[src/hdl/three_axis_mean_stddev_baseline_top_assert.svh]
// Assertion macros for the baseline block.
`ifndef THREE_AXIS_MEAN_STDDEV_BASELINE_TOP_ASSERT_SVH
`define THREE_AXIS_MEAN_STDDEV_BASELINE_TOP_ASSERT_SVH

// Property that must hold at every clock edge outside reset.
`define TAMSB_ASSERT(label, clk, rst_n, prop, msg) \
    label: assert property (@(posedge clk) disable iff (!rst_n) (prop)) else $error(msg);

// Implication checked on the next cycle.
`define TAMSB_ASSERT_NEXT(label, clk, rst_n, ante, cons, msg) \
    label: assert property (@(posedge clk) disable iff (!rst_n) (ante) |=> (cons)) \
        else $error(msg);

`endif

[src/hdl/tamsb_pkg.sv]
package tamsb_pkg;
    localparam int SAMPLE_BITS = 16;
    localparam int COUNT_BITS  = 16;
    localparam int FRAC_BITS   = 8;
    localparam int SUM_BITS    = SAMPLE_BITS + COUNT_BITS + 1;
    localparam int SQ_BITS     = 2 * SAMPLE_BITS + COUNT_BITS;
    // n*Q - S*S, scaled by 4^FRAC_BITS
    localparam int VAR_BITS    = SQ_BITS + COUNT_BITS + 2 * FRAC_BITS;
    localparam int DEN_BITS    = 2 * COUNT_BITS;
    localparam int MQ_BITS     = SUM_BITS + FRAC_BITS;
    localparam int ROOT_BITS   = (VAR_BITS + 1) / 2;
    localparam int IDX_BITS    = $clog2(VAR_BITS + 1);
    localparam logic [15:0] TARGET_RESET = 16'd4000;
    localparam logic [1:0]  REQ_SAMPLE   = 2'd0;
    localparam logic [1:0]  REQ_FAIL     = 2'd1;
    localparam logic [1:0]  REQ_START    = 2'd2;
    localparam logic [1:0]  REQ_RESERVED = 2'd3;
    localparam logic [0:0]  ADDR_TARGET  = 1'b0;

    typedef enum logic [3:0] {
        ST_IDLE,
        ST_SQUARE,
        ST_ACCUM,
        ST_NQ,
        ST_SS,
        ST_MEAN,
        ST_VDIV,
        ST_ROOT,
        ST_NEXT,
        ST_OUT
    } t_state;
endpackage

[src/hdl/three_axis_mean_stddev_baseline_top.sv]
// Three-axis mean and sample standard deviation.
// Input stream: s_axis beats carry a request kind in tuser (0 sample, 1 read
// failure, 2 start) and three signed 16-bit samples in tdata (x lowest).
// A sample adds to exact per-axis sums and sums of squares; when the count
// reaches sample_target (APB register at address 0) or 65535, one result
// beat leaves on m_axis: status in tuser, means and spreads in tdata.
// A read failure gives one beat with status 1 and zero statistics. After a
// result, samples and failures are dropped until a start beat clears state.
// One shared bit-serial shift-add unit squares each axis, one multiplier bit
// a cycle, then accumulates the square and the sum; the next beat is taken
// only after all three axes are done. Per axis the result takes a 17-step n*Q
// multiply, a 33-step S*S multiply, an 80-step mean division, an 81-step
// variance division, a 41-step root and a store step; after the third axis
// the result beat is loaded into the output register.
// Start and dropped beats are taken in IDLE; a failure beat is valid in the
// cycle after it is taken. Reset clears sums, count and state and loads the
// target with 4000. A stalled result beat is held in the output register;
// no input is taken until it leaves.
module three_axis_mean_stddev_baseline_top
    import tamsb_pkg::*;
(
    input  logic         i_clk,
    input  logic         i_rst_n,
    input  logic         s_axis_tvalid,
    output logic         s_axis_tready,
    input  logic [47:0]  s_axis_tdata,  // accel_x, accel_y, accel_z
    input  logic [1:0]   s_axis_tuser,  // req_type
    output logic         m_axis_tvalid,
    input  logic         m_axis_tready,
    output logic [159:0] m_axis_tdata,  // mean_x/y/z, spread_x/y/z, samples_used
    output logic         m_axis_tuser,  // status
    input  logic         psel,
    input  logic         penable,
    input  logic         pwrite,
    input  logic [2:0]   paddr,
    input  logic [31:0]  pwdata,
    output logic [31:0]  prdata,
    output logic         pready
);
    t_state r_state, n_state;
    logic [15:0] r_target;
    logic signed [SUM_BITS-1:0] r_sum [3];
    logic [SQ_BITS-1:0] r_sq [3];
    logic [COUNT_BITS-1:0] r_count;
    logic r_done;
    logic [47:0] r_samp;
    logic [1:0] r_axis;
    logic [IDX_BITS-1:0] r_step;
    // shared serial datapath
    logic [VAR_BITS-1:0] r_acc, r_opa, r_var;
    logic [VAR_BITS:0] r_rem;
    logic [ROOT_BITS-1:0] r_root;
    logic [DEN_BITS-1:0] r_den;
    logic [23:0] r_mean [3], r_spr [3];
    logic r_neg;
    logic [159:0] r_odata;
    logic r_ouser, r_ovalid;

    logic signed [SAMPLE_BITS-1:0] w_s;
    logic [SAMPLE_BITS-1:0] w_mag;
    logic [SUM_BITS-1:0] w_smag;
    logic w_accept, w_wr;
    logic [VAR_BITS:0] w_trial;
    logic [ROOT_BITS+1:0] w_rtrial;
    logic [VAR_BITS+1:0] w_rrem;

    assign pready = 1'b1;
    assign w_wr = psel & penable & pwrite;
    assign prdata = (paddr[2] == ADDR_TARGET) ? {16'd0, r_target} : 32'd0;
    assign s_axis_tready = (r_state == ST_IDLE) & ~r_ovalid;
    assign w_accept = s_axis_tvalid & s_axis_tready;
    assign m_axis_tvalid = r_ovalid;
    assign m_axis_tdata = r_odata;
    assign m_axis_tuser = r_ouser;

    assign w_s = r_samp[r_axis*16 +: 16];
    assign w_mag = w_s[SAMPLE_BITS-1] ? SAMPLE_BITS'(-w_s) : w_s;
    assign w_smag = r_sum[r_axis][SUM_BITS-1] ? SUM_BITS'(-r_sum[r_axis])
                                              : SUM_BITS'(r_sum[r_axis]);
    // restoring division step
    assign w_trial = {r_rem[VAR_BITS-1:0], r_opa[VAR_BITS-1]};
    // root digit step: remainder extended by two bits against 4r+1
    assign w_rrem = {r_rem, r_var[VAR_BITS-1 -: 1]};
    assign w_rtrial = {r_root, 2'b01};

    always_ff @(posedge i_clk) begin
        if (!i_rst_n) begin
            r_state  <= ST_IDLE;
            r_target <= TARGET_RESET;
            r_count  <= '0;
            r_done   <= 1'b0;
            r_ovalid <= 1'b0;
            r_axis   <= '0;
            for (int a = 0; a < 3; a++) begin
                r_sum[a] <= '0;
                r_sq[a]  <= '0;
            end
        end else begin
            r_state <= n_state;
            if (w_wr && paddr[2] == ADDR_TARGET) r_target <= pwdata[15:0];
            if (r_ovalid && m_axis_tready) r_ovalid <= 1'b0;
            case (r_state)
                ST_IDLE: if (w_accept) begin
                    r_samp <= s_axis_tdata;
                    r_axis <= '0;
                    r_step <= '0;
                    r_acc  <= '0;
                    if (s_axis_tuser == REQ_START) begin
                        r_count <= '0;
                        r_done  <= 1'b0;
                        for (int a = 0; a < 3; a++) begin
                            r_sum[a] <= '0;
                            r_sq[a]  <= '0;
                        end
                    end else if (s_axis_tuser == REQ_FAIL && !r_done) begin
                        r_done   <= 1'b1;
                        r_ouser  <= 1'b1;
                        r_odata  <= {r_count, 144'd0};
                        r_ovalid <= 1'b1;
                    end
                end
                ST_SQUARE: begin
                    // one multiplier bit a cycle
                    if (w_mag[r_step[3:0]])
                        r_acc <= r_acc + (VAR_BITS'(w_mag) << r_step[3:0]);
                    r_step <= r_step + 1'b1;
                end
                ST_ACCUM: begin
                    r_sq[r_axis]  <= r_sq[r_axis] + SQ_BITS'(r_acc);
                    r_sum[r_axis] <= r_sum[r_axis] + SUM_BITS'(w_s);
                    r_acc  <= '0;
                    r_step <= '0;
                    if (r_axis == 2'd2) begin
                        r_axis  <= '0;
                        r_count <= r_count + 1'b1;
                    end else begin
                        r_axis <= r_axis + 1'b1;
                    end
                end
                ST_NQ: begin
                    // n*Q: shift-add over count bits
                    if (r_step == '0) begin
                        r_acc <= '0;
                        r_neg <= r_sum[r_axis][SUM_BITS-1];
                        r_den <= DEN_BITS'(r_count) * DEN_BITS'(r_count - 1'b1);
                    end else if (r_count[r_step[3:0] - 1'b1]) begin
                        r_acc <= r_acc + (VAR_BITS'(r_sq[r_axis]) << (r_step[3:0] - 1'b1));
                    end
                    r_step <= (r_step == IDX_BITS'(COUNT_BITS)) ? '0 : r_step + 1'b1;
                end
                ST_SS: begin
                    // subtract |S|*|S| a bit at a time
                    if (w_smag[r_step[5:0]])
                        r_acc <= r_acc - (VAR_BITS'(w_smag) << r_step[5:0]);
                    if (r_step == IDX_BITS'(SUM_BITS - 1)) begin
                        r_step <= '0;
                        r_opa  <= VAR_BITS'(w_smag) << FRAC_BITS;
                        r_rem  <= '0;
                    end else begin
                        r_step <= r_step + 1'b1;
                    end
                end
                ST_MEAN: begin
                    if (w_trial >= (VAR_BITS+1)'(r_count)) begin
                        r_rem <= w_trial - (VAR_BITS+1)'(r_count);
                        r_opa <= {r_opa[VAR_BITS-2:0], 1'b1};
                    end else begin
                        r_rem <= w_trial;
                        r_opa <= {r_opa[VAR_BITS-2:0], 1'b0};
                    end
                    if (r_step == IDX_BITS'(VAR_BITS - 1)) begin
                        r_step <= '0;
                        r_var  <= r_acc << (2 * FRAC_BITS);
                    end else begin
                        r_step <= r_step + 1'b1;
                    end
                end
                ST_VDIV: begin
                    if (r_step == '0) begin
                        // latch the mean, load dividend
                        if (r_neg)
                            r_mean[r_axis] <= (r_opa > VAR_BITS'(24'h800000)) ? 24'h800000
                                              : 24'(-r_opa);
                        else
                            r_mean[r_axis] <= (r_opa > VAR_BITS'(24'h7FFFFF)) ? 24'h7FFFFF
                                              : r_opa[23:0];
                        r_opa  <= r_var;
                        r_rem  <= '0;
                        r_step <= IDX_BITS'(1);
                    end else begin
                        if (w_trial >= (VAR_BITS+1)'(r_den)) begin
                            r_rem <= w_trial - (VAR_BITS+1)'(r_den);
                            r_opa <= {r_opa[VAR_BITS-2:0], 1'b1};
                        end else begin
                            r_rem <= w_trial;
                            r_opa <= {r_opa[VAR_BITS-2:0], 1'b0};
                        end
                        if (r_step == IDX_BITS'(VAR_BITS)) begin
                            r_step <= '0;
                        end else begin
                            r_step <= r_step + 1'b1;
                        end
                    end
                end
                ST_ROOT: begin
                    if (r_step == '0) begin
                        r_var  <= r_opa;
                        r_rem  <= '0;
                        r_root <= '0;
                        r_step <= IDX_BITS'(1);
                    end else begin
                        // two radicand bits in per digit
                        if ({w_rrem[VAR_BITS-1:0], r_var[VAR_BITS-2]} >=
                            (VAR_BITS+1)'(w_rtrial)) begin
                            r_rem  <= {w_rrem[VAR_BITS-1:0], r_var[VAR_BITS-2]}
                                      - (VAR_BITS+1)'(w_rtrial);
                            r_root <= {r_root[ROOT_BITS-2:0], 1'b1};
                        end else begin
                            r_rem  <= {w_rrem[VAR_BITS-1:0], r_var[VAR_BITS-2]};
                            r_root <= {r_root[ROOT_BITS-2:0], 1'b0};
                        end
                        r_var <= r_var << 2;
                        r_step <= (r_step == IDX_BITS'(ROOT_BITS)) ? '0 : r_step + 1'b1;
                    end
                end
                ST_NEXT: begin
                    if (r_count <= COUNT_BITS'(1))
                        r_spr[r_axis] <= '0;
                    else
                        r_spr[r_axis] <= (|r_root[ROOT_BITS-1:24]) ? 24'hFFFFFF
                                         : r_root[23:0];
                    r_axis <= (r_axis == 2'd2) ? 2'd0 : r_axis + 1'b1;
                    r_step <= '0;
                end
                ST_OUT: begin
                    r_done   <= 1'b1;
                    r_ouser  <= 1'b0;
                    r_odata  <= {r_count, r_spr[2], r_spr[1], r_spr[0],
                                 r_mean[2], r_mean[1], r_mean[0]};
                    r_ovalid <= 1'b1;
                end
                default: ;
            endcase
        end
    end

    always_comb begin
        n_state = r_state;
        case (r_state)
            ST_IDLE:
                if (w_accept && s_axis_tuser == REQ_SAMPLE && !r_done) n_state = ST_SQUARE;
            ST_SQUARE:
                if (r_step == IDX_BITS'(SAMPLE_BITS - 1)) n_state = ST_ACCUM;
            ST_ACCUM:
                if (r_axis != 2'd2) n_state = ST_SQUARE;
                else if (r_count + 1'b1 >= r_target || r_count + 1'b1 == '1)
                    n_state = ST_NQ;
                else n_state = ST_IDLE;
            ST_NQ:   if (r_step == IDX_BITS'(COUNT_BITS)) n_state = ST_SS;
            ST_SS:   if (r_step == IDX_BITS'(SUM_BITS - 1)) n_state = ST_MEAN;
            ST_MEAN: if (r_step == IDX_BITS'(VAR_BITS - 1)) n_state = ST_VDIV;
            ST_VDIV: if (r_step == IDX_BITS'(VAR_BITS)) n_state = ST_ROOT;
            ST_ROOT: if (r_step == IDX_BITS'(ROOT_BITS)) n_state = ST_NEXT;
            ST_NEXT: n_state = (r_axis == 2'd2) ? ST_OUT : ST_NQ;
            ST_OUT:  n_state = ST_IDLE;
            default: n_state = ST_IDLE;
        endcase
    end

    `include "three_axis_mean_stddev_baseline_top_assert.svh"

    `TAMSB_ASSERT(a_no_take_busy, i_clk, i_rst_n, !(w_accept && r_ovalid), "input taken while result pending")
    `TAMSB_ASSERT_NEXT(a_out_done, i_clk, i_rst_n, r_state == ST_OUT, r_done && r_ovalid, "result not issued")
    `TAMSB_ASSERT(a_axis_range, i_clk, i_rst_n, r_axis != 2'd3, "axis index out of range")
endmodule

[config.mk]
export PLATFORM = sky130hd
export DESIGN_NAME = three_axis_mean_stddev_baseline_top
export DESIGN_NICKNAME = d
export VERILOG_FILES = /design/src/hdl/tamsb_pkg.sv /design/src/hdl/three_axis_mean_stddev_baseline_top.sv
export VERILOG_INCLUDE_DIRS = /design/src /design/src/hdl
export SDC_FILE = /design/constraint.sdc
export NUM_CORES = 2
export LEC_CHECK = 0
export BUFFER_PORTS_ARGS = -buffer_cell sky130_fd_sc_hd__buf_2
export CAP_MARGIN = 25
export CORE_ASPECT_RATIO = 1.2
export CORE_MARGIN = 8
export CORE_UTILIZATION = 55
export DETAILED_ROUTE_END_ITERATION = 12
export HOLD_SLACK_MARGIN = 0.08
export MAX_ROUTING_LAYER = met4
export PLACE_DENSITY_LB_ADDON = 0.25
export SYNTH_ARGS = -nofsm -noshare
export SYNTH_HDL_FRONTEND = slang
export SYNTH_SLANG_ARGS = --single-unit
[constraint.sdc]
create_clock -name i_clk -period 15.7 [get_ports i_clk]
set_clock_uncertainty 0.15 [all_clocks]
set_input_delay 1.57 -clock i_clk [delete_from_list [all_inputs] [get_ports i_clk]]
set_output_delay 1.57 -clock i_clk [all_outputs]
set_load 0.005 [all_outputs]
* Yosys cells after proc, flatten, opt, wreduce, memory -nomap -nowiden
Memory sizes are Yosys's and may differ from the RTL's. A register that Yosys moved wholly into a read port is not among the register bits. Cells that the tools add are included.
Storage, ports and cells: bits in writable memories 387, bits of input ports 92, memories 4, register bits 649, word-level logic and storage cells 259
Memories:
- r_sq | depth 3, bits a word 48, read ports 1, clocked after memory_dff 1, wr ports 3, RTL line three_axis_mean_stddev_baseline_top.sv:43 | logic [SQ_BITS-1:0] r_sq [3];
- r_sum | depth 3, bits a word 33, read ports 1, clocked after memory_dff 1, wr ports 3, RTL line three_axis_mean_stddev_baseline_top.sv:42 | logic signed [SUM_BITS-1:0] r_sum [3];
- r_mean | depth 3, bits a word 24, read ports 3, clocked after memory_dff 0, wr ports 1, RTL line three_axis_mean_stddev_baseline_top.sv:54 | logic [23:0] r_mean [3], r_spr [3];
- r_spr | depth 3, bits a word 24, read ports 3, clocked after memory_dff 0, wr ports 1, RTL line three_axis_mean_stddev_baseline_top.sv:54
Operators by class: add/sub/neg operators 16, bitwise operators 14, mux-type cells 122, magnitude comparators 10, $mul 1, reductions and logical operators 35, equality and inequality tests 36, shift operators 4
Operators by type and width (number):
- 80-bit 2-to-1 mux | 15
- 160-bit 2-to-1 mux | 3
- 80-bit case mux with 5 select lines | 1
- 160-bit case mux with 2 select lines | 1
- 80-bit case mux with 4 select lines | 1
- 80-bit case mux with 3 select lines | 1
- 48-bit 2-to-1 mux | 4
- 33-bit 2-to-1 mux | 5
- 80-bit adder | 2
- 80-bit case mux with 2 select lines | 1
- 24-bit 2-to-1 mux | 5
- 81-bit by 16-bit >= comparator with 1-bit output | 1
- 81-bit by 32-bit >= comparator with 1-bit output | 1
- 81-bit by 42-bit >= comparator with 1-bit output | 1
- 80-bit by 23-bit greater-than comparator with 1-bit output, second input constant | 1
- 80-bit by 24-bit greater-than comparator with 1-bit output, second input constant | 1
- 16-bit 2-to-1 mux | 5
- 16-bit by 4-bit left shift with 80-bit output | 1
- 33-bit by 6-bit left shift with 80-bit output | 1
- 48-bit by 4-bit left shift with 80-bit output | 1
- 80-bit by 16-bit subtractor with 80-bit output | 1
- 80-bit by 32-bit subtractor with 80-bit output | 1
- 80-bit by 42-bit subtractor with 80-bit output | 1
- 80-bit subtractor | 1
- other kinds (66) | 182

* Logic depth before layout (Yosys ltp)
depth after elaboration 9, mapped depth 36

* Worst setup path after synthesis
Ideal clock, no wire load.
path type register to register, from register (tool-made name), to register r_acc[0] (enable), stages on the path, launching flop included 18, arrival time 13.684 ns, period minus slack after synthesis 14.662 ns, buffers on the path 4, data required time 14.722 ns, setup slack 1.038 ns, cells stage by stage dfxtp_1 buf_6 buf_6 buf_2 buf_2 mux4_2 nor3_1 or4b_4 o31ai_2 xor2_1 nor2_1 a21oi_1 o21ai_0 nor2_1 a31o_2 a211oi_1 a2111oi_0 a2111oi_0
RTL lines:
- end signal, assigned | RTL line three_axis_mean_stddev_baseline_top.sv:125 | r_acc <= r_acc + (VAR_BITS'(w_mag) << r_step[3:0]);
- end signal, assigned | RTL line three_axis_mean_stddev_baseline_top.sv:147 | r_acc <= r_acc + (VAR_BITS'(r_sq[r_axis]) << (r_step[3:0] - 1'b1));
- end signal, assigned | RTL line three_axis_mean_stddev_baseline_top.sv:154 | r_acc <= r_acc - (VAR_BITS'(w_smag) << r_step[5:0]);
- end, declared | RTL line three_axis_mean_stddev_baseline_top.sv:50 | logic [VAR_BITS-1:0] r_acc, r_opa, r_var;

* Worst setup path in the final report
from register r_axis[1], to register r_acc[57] (data pin)
On the way: longest elaborated chain between the ends 7
Ends and longest elaborated chain:
- start, declared | RTL line three_axis_mean_stddev_baseline_top.sv:47 | logic [1:0] r_axis;
- start signal, assigned | RTL line three_axis_mean_stddev_baseline_top.sv:137 | r_axis <= r_axis + 1'b1;
- start signal, assigned | RTL line three_axis_mean_stddev_baseline_top.sv:232 | r_axis <= (r_axis == 2'd2) ? 2'd0 : r_axis + 1'b1;
- 48-bit by 7-bit indexed part select with 16-bit output * | RTL line three_axis_mean_stddev_baseline_top.sv:76 | assign w_s = r_samp[r_axis*16 +: 16];
- 16-bit negation | RTL line three_axis_mean_stddev_baseline_top.sv:77 | assign w_mag = w_s[SAMPLE_BITS-1] ? SAMPLE_BITS'(-w_s) : w_s;
- 16-bit 2-to-1 mux * | RTL line three_axis_mean_stddev_baseline_top.sv:77
- 16-bit by 4-bit left shift with 80-bit output * | RTL line three_axis_mean_stddev_baseline_top.sv:125
- 80-bit adder * | RTL line three_axis_mean_stddev_baseline_top.sv:125
- 80-bit 2-to-1 mux * | RTL line three_axis_mean_stddev_baseline_top.sv:124 | if (w_mag[r_step[3:0]])
- 80-bit case mux with 5 select lines * | RTL line three_axis_mean_stddev_baseline_top.sv:102 | case (r_state)
Mark *: on every way between the ends. The rest lies on a longest branch, timed or not. The select of a mux whose other input is x is not followed. A chain may end at the register's enable or synchronous reset.

==> impl_metrics.csv <==
group,metric,value,unit
outcome,outcome,"completed",
clock_network,ctsHoldBuffers,0,
pwr,intPower,8.68,mW
sta,max_slew_margin,0.249,
clock_network,clk_path_buf_depth,3,
critical_path,start_kind,"register",
clock_network,cts_tree,"built",
synth,synth_area_per_cell,9.80,um^2
sta,worst_slew_pin_slew,1130,ps
die,dieArea,0.161,mm^2
routing,final_antenna_net_count,0,
sta,slew_violations,0,
sta,setup-tns-final,0,ps
place,port_buffers,252,
sta,finalSetupViolCount,0,
routing,dr.max_layer_used,"met4",
critical_path,timing.rr.end,"r_acc[57]$_SDFFCE_PN0P_",
critical_path,cpMostUsedCell,"o21ai_0",
routing,wl_per_cell,24.6,um
pwr,p_clk_frac,0.170,
synth,synthMostInstantiatedCell,"edfxtp_1",
job,drv_cap,0,
critical_path,cp.arrival,10580,ps
die,die_x,368,um
critical_path,cp.required,16060,ps
routing,wl_met2,127000,um
routing,drtIter0Drc,6282,
place,dpl.hpwl,190000,um
clock_network,cts-root-buf,"clkbuf_16",
layout,area_growth,8.40,%
critical_path,ff2ff_path_depth,30,
clock_network,clkSinkCount,1102,
grt,overflow,0,
grt,track_usage,0.315,
pwr,power,16.1,mW
routing,drt-met1-wl,97400,um
critical_path,cp-startpoint,"r_axis[1]$_SDFFE_PN0P_",
place,place_congestion,1.00,
synth,ys_top_cells_by_area,"edfxtp_1 (39%), ha_1 (6.9%), fa_1 (5.2%)",
routing,num_vias,66100,
sta,fin_crit_sh,0.651,
synth,synth_top_area_frac,0.390,
layout,fin_area,0.0885,mm^2
synth,ys_seq_area_frac,0.400,
die,rows,155,
layout,drive_gt1_frac,0.102,
critical_path,max_stage_delay,760,ps
die,initial_utilization,0.552,
clock_network,cts_resized,0,
routing,routed_wl,256000,um
clock_network,clk_pin_slew_worst_paths,60,ps
grt,grt_max_degree,100,
synth,synth_edf_count,1060,
synth,syn-instance-count,8334,
pwr,switchingPower,7.37,mW
sta,final_hold_viol_count,0,
clock_network,post_cts.repair.setup_buffers,0,
critical_path,worstSetupPathType,"reg2reg",
pwr,p_seq_frac,0.256,
synth,ys_async_sr_fraction,0,
routing,viasPerCell,6.33,
sta,max_freq,97.8,MHz
synth,synth_area_leader_cell,"edfxtp_1",
hold_path,holdCritPathClass,"reg2reg",
pwr,p_leak,37.0,nW
routing,met3WireLength,16900,um
synth,synth_seq_cells,1102,
hold_path,min_from,"r_target[1]$_SDFFE_PN0P_",
synth,synth-main-ff-cell,"edfxtp_1",
die,die_h,438,um
hold_path,min_to,"r_target[1]$_SDFFE_PN0P_",
die,coreArea,0.148,mm^2
sta,fin_ws,5470,ps
die,ios,288,
critical_path,rrSetupSlack,5470,ps
synth,syn_area,0.0816,mm^2
synth,synth_cell_types,118,
grt,antenna_found_initial,4,
pwr,pwr-share-comb,0.575,
sta,period_minus_slack,10230,ps
clock_network,clkLatencyLatePin,790,ps
grt,grt_pass1_vias,64900,
place,placedCellCount,10200,
synth,yosys_warnings,0,
hold_path,hold_depth,2,
grt,grt_pass1_wl,387000,um
place,dp_slack,5540,ps
synth,yosys-top-cells-count,"edfxtp_1 (1060), nor2_1 (907), nand2_1 (607), inv_1 (606), o21ai_0 (527)",
critical_path,cp_slowest_cell,"o21a_1",
pwr,ir_worst_vdd,133,uV
critical_path,cp_max_fo,38,
pwr,swShare,0.459,
clock_network,cts_made_buffers,111,
routing,drc,0,
layout,final_cells,10400,
sta,rsz0062_at_grt,"no",
routing,dr.pass1.iters,8,
critical_path,r2r_start,"r_axis[1]$_SDFFE_PN0P_",
place,place_area,0.0847,mm^2
pwr,powerDensity,181,mW/mm^2
layout,nNetsFinal,9128,
clock_network,htreeDepth,3,
critical_path,endpoint_kind,"register",
## placed cells by master (no fill, tap or decap), drive strengths merged, types with 52 or more instances in the layout
cell    count
a31oi      57
nand2b    185
nor2b      55
a22o       52
o21ai     538
fa        214
and3      202
nand2     607
nand4      74
o21a       74
mux2       63
clkinv     56
nand3     154
mux4      108
edfxtp   1060
nor4       68
xor2      175
o22ai     114
mux2i     230
ha        451
a21o      219
a21oi     502
inv       625
a211oi     52
clkbuf    131
xnor2     243
nor3      139
a22oi      65
nor2      907
or3        62
buf       369
## kinds of logic after synthesis
family	Yosys count	synth area share
compound gates	2049	0.162
other cells	2	0.0000920
mux	401	0.0669
fa+ha+maj	665	0.122
xor+xnor	418	0.0450
simple gates	2606	0.152
flops	1102	0.400
buf+inv	1091	0.0521
## worst max-delay path by stage
stage               cells after the start  slack, ps                 endpoint
detailed placement                     30       5540  r_acc[57]$_SDFFCE_PN0P_
CTS                                    30       5570  r_acc[57]$_SDFFCE_PN0P_
floorplan                              17       1040   r_acc[0]$_SDFFCE_PN0P_
finish                                 30       5470  r_acc[57]$_SDFFCE_PN0P_
global placement                       30       5510  r_acc[57]$_SDFFCE_PN0P_
global route                           30       4870  r_acc[57]$_SDFFCE_PN0P_
## layout make-up
| cell class | count | area, um^2 |
|---|---|---|
| multi-input combinational | 6156 | 45100 |
| antenna | 6 | 15.0 |
| tap | 1962 | 2450 |
| inverter | 630 | 2370 |
| fill | 12500 | 59500 |
| clock buffer | 130 | 2890 |
| timing repair buffer | 370 | 2180 |
| clock inverter | 72 | 826 |
| sequential | 1102 | 32700 |
## registers in the layout (all words and copies together) (netlist names), 40 cells and up, named ones only
name          count
r_sq            192
m_axis_tdata    160
r_sum           132
r_opa            80
r_rem            80
r_var            80
r_mean           72
r_spr            72
r_acc            64
r_samp           48
r_root           40
## worst max-delay path, delay by kind of cell (launching register included)
kind                     cells  cell delay, ps
XOR/XNOR                     2             410
adder cells (fa/ha/maj)      1             440
AND/OR/NAND/NOR              7            2120
buffers and inverters        2            1020
multiplexers                 1             250
AO/OA/AOI/OAI               17            5270
flip-flops                   1             310
## routing by layer
layer	vias up	GRT usage
met1	32200	0.368
li1	30400	-
met2	2790	0.538
met5	-	-
met4	0	0.154
met3	661	0.0396
## power groups by stage
| stage | Clock (mW) | Sequential (mW) | Combinational [mW] |
|---|---|---|---|
| after floorplan | 0 | 4.02 | 6.70 |
| after global placement | 0 | 4.15 | 8.88 |
| after detailed placement | 0 | 4.16 | 8.99 |
| after CTS | 2.76 | 4.10 | 9.05 |
| after global routing | 2.86 | 4.13 | 9.98 |
| final | 2.72 | 4.10 | 9.23 |
## metrics by stage
stage / utilization / hold slack, ps
2_1_floorplan: - / 285
3_3_place_gp: 0.572 / 295
3_5_place_dp: 0.572 / 297
4_1_cts: 0.598 / 305
5_1_grt: 0.598 / 319
6_report: 0.598 / 304
No activity file was read; power rests on OpenSTA's default activity.
